**src/rtl/tscb_pkg.sv**
```systemverilog
`timescale 1ns / 1ps

package tscb_pkg;

  typedef enum logic [1:0] {
    CMD_UPDATE = 2'd0,
    CMD_BUNDLE = 2'd1,
    CMD_RESET  = 2'd2,
    CMD_PING   = 2'd3
  } cmd_e;

  typedef enum logic [2:0] {
    KIND_UPDATE = 3'd0,
    KIND_ENTRY  = 3'd1,
    KIND_END    = 3'd2,
    KIND_RESET  = 3'd3,
    KIND_PONG   = 3'd4
  } kind_e;

  typedef enum logic [1:0] {
    ST_IDLE,
    ST_WALK,
    ST_END
  } state_e;

  localparam logic [15:0] FRESH_WINDOW_RESET = 16'd50;

  typedef struct packed {
    cmd_e               command;
    logic [7:0]         trk_id;
    logic signed [15:0] quat_w;
    logic signed [15:0] quat_x;
    logic signed [15:0] quat_y;
    logic signed [15:0] quat_z;
    logic [7:0]         battery_level;
    logic [31:0]        now_ms;
  } item_t;

  typedef struct packed {
    kind_e              kind;
    logic               dropped;
    logic [7:0]         out_trk_id;
    logic signed [15:0] out_quat_w;
    logic signed [15:0] out_quat_x;
    logic signed [15:0] out_quat_y;
    logic signed [15:0] out_quat_z;
    logic [7:0]         out_battery;
    logic [2:0]         entry_count;
    logic               last;
  } result_t;

  typedef struct packed {
    logic [7:0]         tracker;
    logic signed [15:0] quat_w;
    logic signed [15:0] quat_x;
    logic signed [15:0] quat_y;
    logic signed [15:0] quat_z;
    logic [7:0]         battery;
    logic [31:0]        stamp;
  } slot_t;

endpackage

```
**src/rtl/tscb_ram.sv**
```systemverilog
`timescale 1ns / 1ps

module tscb_ram #(
  parameter int WIDTH = 8,
  parameter int DEPTH = 16
) (
  input  logic                                    clk_i,
  input  logic                                    we_i,
  input  logic [(DEPTH > 1 ? $clog2(DEPTH) : 1)-1:0] waddr_i,
  input  logic [WIDTH-1:0]                        wdata_i,
  input  logic [(DEPTH > 1 ? $clog2(DEPTH) : 1)-1:0] raddr_i,
  output logic [WIDTH-1:0]                        rdata_o
);

  logic [WIDTH-1:0] mem_q [DEPTH];
  logic [WIDTH-1:0] rdata_q;

  always_ff @(posedge clk_i) begin
    if (we_i) begin
      mem_q[waddr_i] <= wdata_i;
    end
    rdata_q <= mem_q[raddr_i];
  end

  assign rdata_o = rdata_q;

endmodule

```
**src/rtl/tracker_slot_cache_bundler.sv**
```systemverilog
`timescale 1ns / 1ps

// channel | ports                          | handshake
// --------+--------------------------------+-----------------------------------
// command | start_i, busy_o, cmd_i         | taken when start_i and not busy_o
// result  | valid_o, res_o                 | one-cycle strobe, no back-pressure
// config  | cfg_we_i, cfg_data_i           | fresh window written when cfg_we_i
//
// update and bundle commands walk the slot table through one ram read port,
// one slot a cycle.
// a bundle stops early once MAX_BUNDLE_ENTRIES entries are out, then sends its end.
// reset table and ping answer in the cycle after they are taken, no busy time.
// a reset command clears the valid marks; the fresh window returns to 50 only on rst_ni.
// results are never stalled; each shows on res_o for one cycle with valid_o.

module tracker_slot_cache_bundler #(
  parameter int SLOT_COUNT         = 24,
  parameter int MAX_BUNDLE_ENTRIES = 6
) (
  input  logic             clk_i,
  input  logic             rst_ni,
  input  logic             start_i,
  output logic             busy_o,
  input  tscb_pkg::item_t   cmd_i,
  output logic             valid_o,
  output tscb_pkg::result_t res_o,
  input  logic             cfg_we_i,
  input  logic [15:0]      cfg_data_i
);

  import tscb_pkg::*;

  localparam int AW = (SLOT_COUNT > 1) ? $clog2(SLOT_COUNT) : 1;
  localparam int IW = $clog2(SLOT_COUNT + 1);

  state_e                state_q, state_d;
  item_t                 item_q, item_d;
  logic [IW-1:0]         idx_q, idx_d;
  logic                  chk_q, chk_d;
  logic [AW-1:0]         chk_idx_q, chk_idx_d;
  logic                  free_found_q, free_found_d;
  logic [AW-1:0]         free_idx_q, free_idx_d;
  logic [2:0]            count_q, count_d;
  logic [SLOT_COUNT-1:0] valid_q, valid_d;
  logic [15:0]           window_q;
  logic                  out_valid_q, out_valid_d;
  result_t               out_q, out_d;

  logic                  ram_we;
  logic [AW-1:0]         ram_waddr;
  slot_t                 ram_wdata;
  slot_t                 rd_slot;
  logic [31:0]           age;
  logic                  slot_ok;

  tscb_ram #(
    .WIDTH ($bits(slot_t)),
    .DEPTH (SLOT_COUNT)
  ) u_ram (
    .clk_i   (clk_i),
    .we_i    (ram_we),
    .waddr_i (ram_waddr),
    .wdata_i (ram_wdata),
    .raddr_i (idx_q[AW-1:0]),
    .rdata_o (rd_slot)
  );

  always_comb begin
    ram_wdata.tracker = item_q.trk_id;
    ram_wdata.quat_w  = item_q.quat_w;
    ram_wdata.quat_x  = item_q.quat_x;
    ram_wdata.quat_y  = item_q.quat_y;
    ram_wdata.quat_z  = item_q.quat_z;
    ram_wdata.battery = item_q.battery_level;
    ram_wdata.stamp   = item_q.now_ms;
  end

  // shared compare unit: id match on updates, age check on bundles
  assign age     = item_q.now_ms - rd_slot.stamp;
  assign slot_ok = (item_q.command == CMD_UPDATE) ? (rd_slot.tracker == item_q.trk_id)
                                                  : (age < {16'd0, window_q});

  always_comb begin
    state_d      = state_q;
    item_d       = item_q;
    idx_d        = idx_q;
    chk_d        = 1'b0;
    chk_idx_d    = chk_idx_q;
    free_found_d = free_found_q;
    free_idx_d   = free_idx_q;
    count_d      = count_q;
    valid_d      = valid_q;
    out_valid_d  = 1'b0;
    out_d        = '0;
    ram_we       = 1'b0;
    ram_waddr    = chk_idx_q;

    unique case (state_q)
      ST_IDLE: begin
        if (start_i) begin
          item_d = cmd_i;
          unique case (cmd_i.command) inside
            CMD_UPDATE, CMD_BUNDLE: begin
              state_d      = ST_WALK;
              idx_d        = '0;
              count_d      = '0;
              free_found_d = 1'b0;
            end
            CMD_RESET: begin
              valid_d     = '0;
              out_valid_d = 1'b1;
              out_d.kind  = KIND_RESET;
              out_d.last  = 1'b1;
            end
            default: begin
              out_valid_d = 1'b1;
              out_d.kind  = KIND_PONG;
              out_d.last  = 1'b1;
            end
          endcase
        end
      end

      ST_WALK: begin
        if (idx_q < IW'(SLOT_COUNT)) begin
          idx_d     = idx_q + IW'(1);
          chk_d     = 1'b1;
          chk_idx_d = idx_q[AW-1:0];
        end

        if (chk_q) begin
          if (item_q.command == CMD_UPDATE) begin
            if (valid_q[chk_idx_q] && slot_ok) begin
              ram_we      = 1'b1;
              ram_waddr   = chk_idx_q;
              out_valid_d = 1'b1;
              out_d.kind  = KIND_UPDATE;
              out_d.last  = 1'b1;
              state_d     = ST_IDLE;
            end else if (!valid_q[chk_idx_q] && !free_found_q) begin
              free_found_d = 1'b1;
              free_idx_d   = chk_idx_q;
            end
          end else if (valid_q[chk_idx_q] && slot_ok) begin
            out_valid_d          = 1'b1;
            out_d.kind           = KIND_ENTRY;
            out_d.out_trk_id     = rd_slot.tracker;
            out_d.out_quat_w     = rd_slot.quat_w;
            out_d.out_quat_x     = rd_slot.quat_x;
            out_d.out_quat_y     = rd_slot.quat_y;
            out_d.out_quat_z     = rd_slot.quat_z;
            out_d.out_battery    = rd_slot.battery;
            count_d              = count_q + 3'd1;
            if (count_d == 3'(MAX_BUNDLE_ENTRIES)) begin
              state_d = ST_END;
            end
          end
        end else if (idx_q == IW'(SLOT_COUNT)) begin
          out_valid_d = 1'b1;
          out_d.last  = 1'b1;
          state_d     = ST_IDLE;
          if (item_q.command == CMD_UPDATE) begin
            out_d.kind = KIND_UPDATE;
            if (free_found_q) begin
              ram_we    = 1'b1;
              ram_waddr = free_idx_q;
            end else begin
              out_d.dropped = 1'b1;
            end
          end else begin
            out_d.kind        = KIND_END;
            out_d.entry_count = count_q;
          end
        end

        if (ram_we) begin
          valid_d[ram_waddr] = 1'b1;
        end
      end

      ST_END: begin
        out_valid_d       = 1'b1;
        out_d.kind        = KIND_END;
        out_d.entry_count = count_q;
        out_d.last        = 1'b1;
        state_d           = ST_IDLE;
      end

      default: begin
        state_d = ST_IDLE;
      end
    endcase
  end

  always_ff @(posedge clk_i or negedge rst_ni) begin
    if (!rst_ni) begin
      state_q     <= ST_IDLE;
      chk_q       <= 1'b0;
      valid_q     <= '0;
      window_q    <= FRESH_WINDOW_RESET;
      out_valid_q <= 1'b0;
    end else begin
      state_q     <= state_d;
      chk_q       <= chk_d;
      valid_q     <= valid_d;
      out_valid_q <= out_valid_d;
      if (cfg_we_i) begin
        window_q <= cfg_data_i;
      end
    end
  end

  always_ff @(posedge clk_i) begin
    item_q       <= item_d;
    idx_q        <= idx_d;
    chk_idx_q    <= chk_idx_d;
    free_found_q <= free_found_d;
    free_idx_q   <= free_idx_d;
    count_q      <= count_d;
    out_q        <= out_d;
  end

  assign busy_o  = (state_q != ST_IDLE);
  assign valid_o = out_valid_q;
  assign res_o   = out_q;

endmodule
```
**config.mk**
```make
export PLATFORM = sky130hd
export DESIGN_NAME = tracker_slot_cache_bundler
export DESIGN_NICKNAME = d
export VERILOG_FILES = /design/src/rtl/tscb_pkg.sv /design/src/rtl/tscb_ram.sv /design/src/rtl/tracker_slot_cache_bundler.sv
export SDC_FILE = /design/constraint.sdc
export NUM_CORES = 2
export LEC_CHECK = 0
export BUFFER_PORTS_ARGS = -buffer_cell sky130_fd_sc_hd__buf_2
export CAP_MARGIN = 20
export CELL_PAD_IN_SITES_DETAIL_PLACEMENT = 1
export CELL_PAD_IN_SITES_GLOBAL_PLACEMENT = 1
export CORE_MARGIN = 3
export CORE_UTILIZATION = 33
export DETAILED_ROUTE_END_ITERATION = 10
export GPL_TIMING_DRIVEN = 0
export PLACE_DENSITY_LB_ADDON = 0.05
export SYNTH_ARGS = -nofsm -noshare
export SYNTH_HDL_FRONTEND = slang
export SYNTH_HIERARCHICAL = 1
export SYNTH_SLANG_ARGS = --single-unit
```
**constraint.sdc**
```tcl
create_clock -name clk_i -period 15.1 [get_ports clk_i]
set_clock_uncertainty 0.1 [all_clocks]
set_input_delay 1.51 -clock clk_i [delete_from_list [all_inputs] [get_ports clk_i]]
set_output_delay 1.51 -clock clk_i [all_outputs]
set_load 0.01 [all_outputs]
```
# [After elaboration in Yosys (flattened, before gate mapping)]
# Memories as Yosys holds them, arrays and structs flattened. A register that Yosys moved wholly into a read port is not among the register bits.
# Cells that the tools add are included.
[totals] ff_bits=265 mem_bits_rw=2688 in_bits=134 output_inout_bits=90 elab_cells=159 mem_count=1
[classes] addsub=3 magnitude_cmp=5 eq_ne=21 muxes=74 n_bitwise=6 n_reduce_logical=21
[memory_table] memory="u_ram.mem_q" depth=24 word_bits=112 read_ports=1 rd_clocked_by_memory_dff=1 wr=1 line="tscb_ram.sv:15" rtl="logic [WIDTH-1:0] mem_q [DEPTH];"
[op_table] cell="$mux 24" n=3
[op_table] cell="$pmux 24 s2" n=1
[op_table] cell="$mux 5" n=9
[op_table] cell="$lt 32x16->1" n=1
[op_table] cell="$sub 32x32->32" n=1
[op_table] cell="$mux 1" n=30
[op_table] cell="$mux 3" n=9
[op_table] cell="$or 24x24->24" n=1
[op_table] cell="$mux 2" n=9
[op_table] cell="$ne 2x2->1 const B" n=9
[op_table] cell="$pmux 3 s2" n=3
[op_table] cell="$lt 5x6->1 const B" n=2
[op_table] cell="$pmux 5 s2" n=1
[op_table] cell="$reduce_and 5->1" n=2
[op_table] cell="$pmux 3 s3" n=1
[op_table] cell="$eq 8x8->1" n=1
[op_table] cell="$mux 4" n=2
[op_table] cell="$reduce_and 4->1" n=2
[op_table] cell="$reduce_or 4->1" n=2
[op_table] cell="$reduce_and 7->1" n=1
[op_table] cell="$logic_not 2->1" n=3
[op_table] cell="$ne 3x3->1 const B" n=2
[op_table] cell="$pmux 1 s3" n=2
[op_table] cell="$reduce_and 6->1" n=1
[op_table] cell="other kinds (20)" n=32

# [Depth between registers and ports, before layout]
[depth] word_depth=12 mapped_depth=21 ltp_nobuf=19

# [Cells and area by module]
# Netlist, hierarchy kept.
[modules_own_cells] mod="tscb_ram" instances=1 cells_each=4819 area_per_inst_um2=104699.2
[modules_own_cells] mod="tracker_slot_cache_bundler" instances=1 cells_each=985 area_per_inst_um2=11546.1

# [Worst setup path before layout]
# Ideal clock, no wire load.
[synth_timing] path_type="reg-to-reg" from="reg chk_idx_q[0]" to="mem u_ram/mem_q[20][0] (netlist name), enable pin" setup_time_ns=0.584 arrival_time_ns=6.918 required_time_ns=14.416 slack_ns=7.498 path_stages_with_launch=10 period_less_slack_ns=7.602 path_cell_list="edfxtp_1 -> buf_2 -> mux4_2 -> mux2i_1 -> a21oi_1 -> o2111ai_1 -> a21oi_1 -> or3b_2 -> clkbuf_1 -> nor2_1"
[synth_via] elab_chain_len=10 word_cells_on_any_way=16
[synth_lines] element="from (decl)" line="tracker_slot_cache_bundler.sv:40" rtl="logic [AW-1:0] chk_idx_q, chk_idx_d;"
[synth_lines] element="from (signal assigned)" line="tracker_slot_cache_bundler.sv:216" rtl="chk_idx_q <= chk_idx_d;"
[synth_lines] element="$bmux 1 s5" line="tracker_slot_cache_bundler.sv:133" rtl="if (valid_q[chk_idx_q] && slot_ok) begin"
[synth_lines] element="$mux 1 (implied by the code)" line="tracker_slot_cache_bundler.sv:133"
[synth_lines] element="$logic_and 1x1->1" line="tracker_slot_cache_bundler.sv:133"
[synth_lines] element="$mux 1" line="tracker_slot_cache_bundler.sv:133"
[synth_lines] element="$mux 1" line="tracker_slot_cache_bundler.sv:132" rtl="if (item_q.command == CMD_UPDATE) begin"
[synth_lines] element="$mux 1" line="tracker_slot_cache_bundler.sv:131" rtl="if (chk_q) begin"
[synth_lines] element="$mux 1 (2 in series)" line="tracker_slot_cache_bundler.sv:98" rtl="unique case (state_q)"
[synth_lines] element="net ram_we" line="tracker_slot_cache_bundler.sv:49" rtl="logic ram_we;"
[synth_lines] element="$mux 1" line="tscb_ram.sv:19" rtl="if (we_i) begin"
[synth_lines] element="$mux 1 (implied by the code)" line="tscb_ram.sv:20" rtl="mem_q[waddr_i] <= wdata_i;"
[synth_lines] element="to (decl)" line="tscb_ram.sv:15"
# The timed path passes the listed nets, and every way through them passes these cells. The select of a mux whose other input is x is not followed.

# [Final worst setup path]
[layout_timing] from="reg item_q[0] (netlist name)" to="reg out_q, in the netlist res_o[83]"
[layout_via] elab_chain_len=6
[layout_lines] element="from (decl)" line="tracker_slot_cache_bundler.sv:37" rtl="item_t item_q, item_d;"
[layout_lines] element="from (signal assigned)" line="tracker_slot_cache_bundler.sv:214" rtl="item_q <= item_d;"
[layout_lines] element="$sub 32x32->32" line="tracker_slot_cache_bundler.sv:79" rtl="assign age = item_q.now_ms - rd_slot.stamp;"
[layout_lines] element="$lt 32x16->1" line="tracker_slot_cache_bundler.sv:81" rtl=": (age < {16'd0, window_q});"
[layout_lines] element="$mux 1" line="tracker_slot_cache_bundler.sv:80" rtl="assign slot_ok = (item_q.command == CMD_UPDATE) ? (rd_slot.tracker == item_q.trk_id)"
[layout_lines] element="$logic_and 1x1->1" line="tracker_slot_cache_bundler.sv:144" rtl="end else if (valid_q[chk_idx_q] && slot_ok) begin"
[layout_lines] element="$not 1->1 (no line)"
[layout_lines] element="$reduce_or 4->1 (no line)"
[layout_lines] element="to (signal assigned)" line="tracker_slot_cache_bundler.sv:220" rtl="out_q <= out_d;"
[layout_lines] element="to (decl)" line="tracker_slot_cache_bundler.sv:47" rtl="result_t out_q, out_d;"
# Every way passes these cells.
# A chain may end at the register's enable or synchronous reset.

==> flow_metrics.tcl <==
set metrics [dict create \
    place_inst 10800 \
    yosysSeqAreaShare_pct 77.3 \
    path_common_cell "ha_1" \
    fin_crit_sh_pct 47.3 \
    crit_path_max_fanout 25 \
    cts_tree "built" \
    critical_path.slowest_cell "edfxtp_1" \
    rsz0062_at_grt "false" \
    dieArea_um2 359000 \
    setup_viol 0 \
    dp_slack_ps 7810 \
    cts_resized 0 \
    run_status "finished, final reports clean" \
    holdWs_ps 313 \
    ys_ff_latch 3065 \
    cts_sinks 3065 \
    hold_path.class "flop to flop" \
    grt-busiest-layer "met2" \
    register_area_um2 89800 \
    cp_top_family "simple AND/OR/NAND/NOR gates" \
    crit_buf_inv 3 \
    cts_made_buffers 350 \
    cts.clk_slew.worst_paths_ps 60 \
    relSlewSlack_pct 20.3 \
    drive_gt1_share_pct 22.8 \
    port_buffers 223 \
    leakage_nw 45.6 \
    ys_warn_count 6 \
    grtUsageMet1_pct 28.3 \
    grt_pass1_vias 63700 \
    worstPathRequired_ps 15800 \
    num_io_pins 224 \
    hold_violations 0 \
    cts_hold_buf 0 \
    critPathMaxStageDelay_ps 890 \
    drv_slew 0 \
    synth_flop_cell "edfxtp_1" \
    syn_nets 5993 \
    ant_nets 0 \
    n_fill_cell 33300 \
    globalRoute.totalOverflow 0 \
    dpl-instance-area_um2 127000 \
    tightest_slew_ps 1190 \
    synthCells 5804 \
    cts-root-buf "clkbuf_16" \
    wl_per_cell_um 31.5 \
    critPathKind "flop to flop" \
    grt.total_usage_pct 19.9 \
    grt_start_max_net_pins 45 \
    antenna_found_initial 29 \
    startpoint_type "flop" \
    h-tree-depth 5 \
    finalSetupTns_ps 0 \
    crit_path_end_kind "flop" \
    wirelength_um 360000 \
    arrival_ps 7840 \
    use_met3_pct 2.14 \
    synth_edf_count 2821 \
    fp.dieW_um 600 \
    async_flop_share_pct 1.44 \
    gp_congestion 0.773 \
    netlist-cell-type-count 75 \
    die_y_um 600 \
    clk_path_buf_depth 4 \
    powerDensity_nw_per_um2 186 \
    vias 59600 \
    fin_cells 11400 \
    grt_pass1_wl_um 505000 \
    first_pass_iters 5 \
    crit_chain "inv_1 -> ha_1 -> fa_1 -> nand2b_1 -> a21oi_1 -> nor2_1 -> o21bai_1 -> xor2_1 -> ha_1 -> and3_1 -> a211o_1 -> a2111o_1 -> nor3_2 -> nand2_1 -> nor4_1 -> nand4b_1 -> nor3_4 -> buf_16 -> buf_6 -> and2_1" \
    grtUsageMet2_pct 32.7 \
    post-route-util_pct 39.5 \
    syn_avg_cell_area_um2 20.0 \
    multi_input_area_um2 24700 \
    timing.fmax_mhz 140 \
    core_area_um2 350000 \
    syn2layout_area_growth_pct 19.0 \
    total_power_mw 25.7 \
    syn_area_um2 116000 \
    peakVddDrop_uv 104 \
    nets 6734 \
    via_per_inst 5.21 \
    placementRows 217 \
    drt_iter0_drc 4755 \
    place_hpwl_um 243000 \
    fin_crit_ps 7140 \
    clock_latency_ps 910 \
    cts_setup_buffers 0 \
    initial_core_util_pct 33.2 \
    setup_slack_ps 7960 \
    fin_area_um2 138000 \
    drv_cap 0 \
    route.detailed.drc 0 \
]
-- final cells by class --
cell class                 instances  share of cell area (%)
timing repair buffer             389                    3.33
inverter                          64                   0.174
sequential                      3065                    64.9
antenna                            5                 0.00905
clock inverter                   161                    1.23
tap                             4599                    4.16
clock buffer                     483                    7.08
multi-input combinational       2359                    17.9
buffer                           316                    1.18
-- worst register-to-register path: stages (launching register included) --
cell and delay [ps]:
edfxtp_1 890, inv_1 220, ha_1 290, fa_1 420, nand2b_1 180, a21oi_1 260
nor2_1 130, o21bai_1 190, xor2_1 230, ha_1 280, and3_1 180, a211o_1 280
a2111o_1 510, nor3_2 220, nand2_1 80, nor4_1 410, nand4b_1 360, nor3_4 810
buf_16 220, buf_6 340, and2_1 420
-- state kept, by name, summed over array words and instances (netlist names), 3 cells and up --
| name | flops |
|---|---|
| window_q | 16 |
| valid_q | 24 |
| item_q | 114 |
| idx_q | 5 |
| res_o | 88 |
| chk_idx_q | 5 |
| u_ram/mem_q | 2688 |
| u_ram/rdata_o | 112 |
| free_idx_q | 5 |
| count_q | 3 |
-- cells in the final DEF, fill, tap and decap left out, types with 136 or more instances in the layout --
cell type and count:
mux4_2 424, buf_2 314, edfxtp_1 2821, clkbuf_1 231, mux2i_1 595, buf_12 136
dfxtp_1 200, nand2_1 146, clkbuf_16 356, a22oi_1 143
-- routing by layer --
layer	share of wire, %	up-vias
li1	-	25400
met1	46	32600
met2	48	1251
met3	3.8	440
met4	2.4	4
met5	0.0056	-
-- kinds of logic (layout without fill, tap and decap cells) --
| kind of cell | Yosys count | in the layout | synth area share, % |
|---|---|---|---|
| other | 0 | 5 | 0 |
| AND/OR/NAND/NOR | 475 | 475 | 2.05 |
| adder cells (fa/ha/maj) | 55 | 55 | 0.598 |
| XOR/XNOR | 34 | 34 | 0.256 |
| buffers and inverters | 380 | 1413 | 1.61 |
| multiplexers | 1056 | 1056 | 13.7 |
| flip-flops | 3065 | 3065 | 77.3 |
| AO/OA/AOI/OAI | 739 | 739 | 4.52 |
-- final timing paths --
kind	startpoint	slack, ps	endpoint	cells past startpoint
setup / recovery	item_q[0]	7960	res_o[83]	20
hold / removal	u_ram/rdata_o[82]	310	res_o[54]	1
setup reg to reg	item_q[0]	7960	res_o[83]	20
hold reg to reg	u_ram/rdata_o[82]	310	res_o[54]	1
max in group asynchronous	rst_ni	13880	valid_q[18]	2
min in group asynchronous	rst_ni	490	state_q[1]	1
-- synthesized netlist by cell type (all sizes together), types with 82 or more instances --
cell | number | share of area, %
a21oi | 92 | 0.42
a221oi | 82 | 0.62
a22oi | 143 | 0.92
and2 | 97 | 0.52
buf | 169 | 0.93
clkbuf | 147 | 0.47
dfxtp | 200 | 3.4
edfxtp | 2821 | 73
mux2i | 595 | 5.1
mux4 | 424 | 8.2
nand2 | 146 | 0.47
o211ai | 121 | 0.78
o21ai | 143 | 0.62
o311ai | 82 | 0.62
-- where the power goes --
part | switching, mW | internal (mW)
Combinational | 4.47 | 2.62
Sequential | 0.341 | 9.77
Clock | 3.44 | 5.06
(Power assumes the default switching activity.)
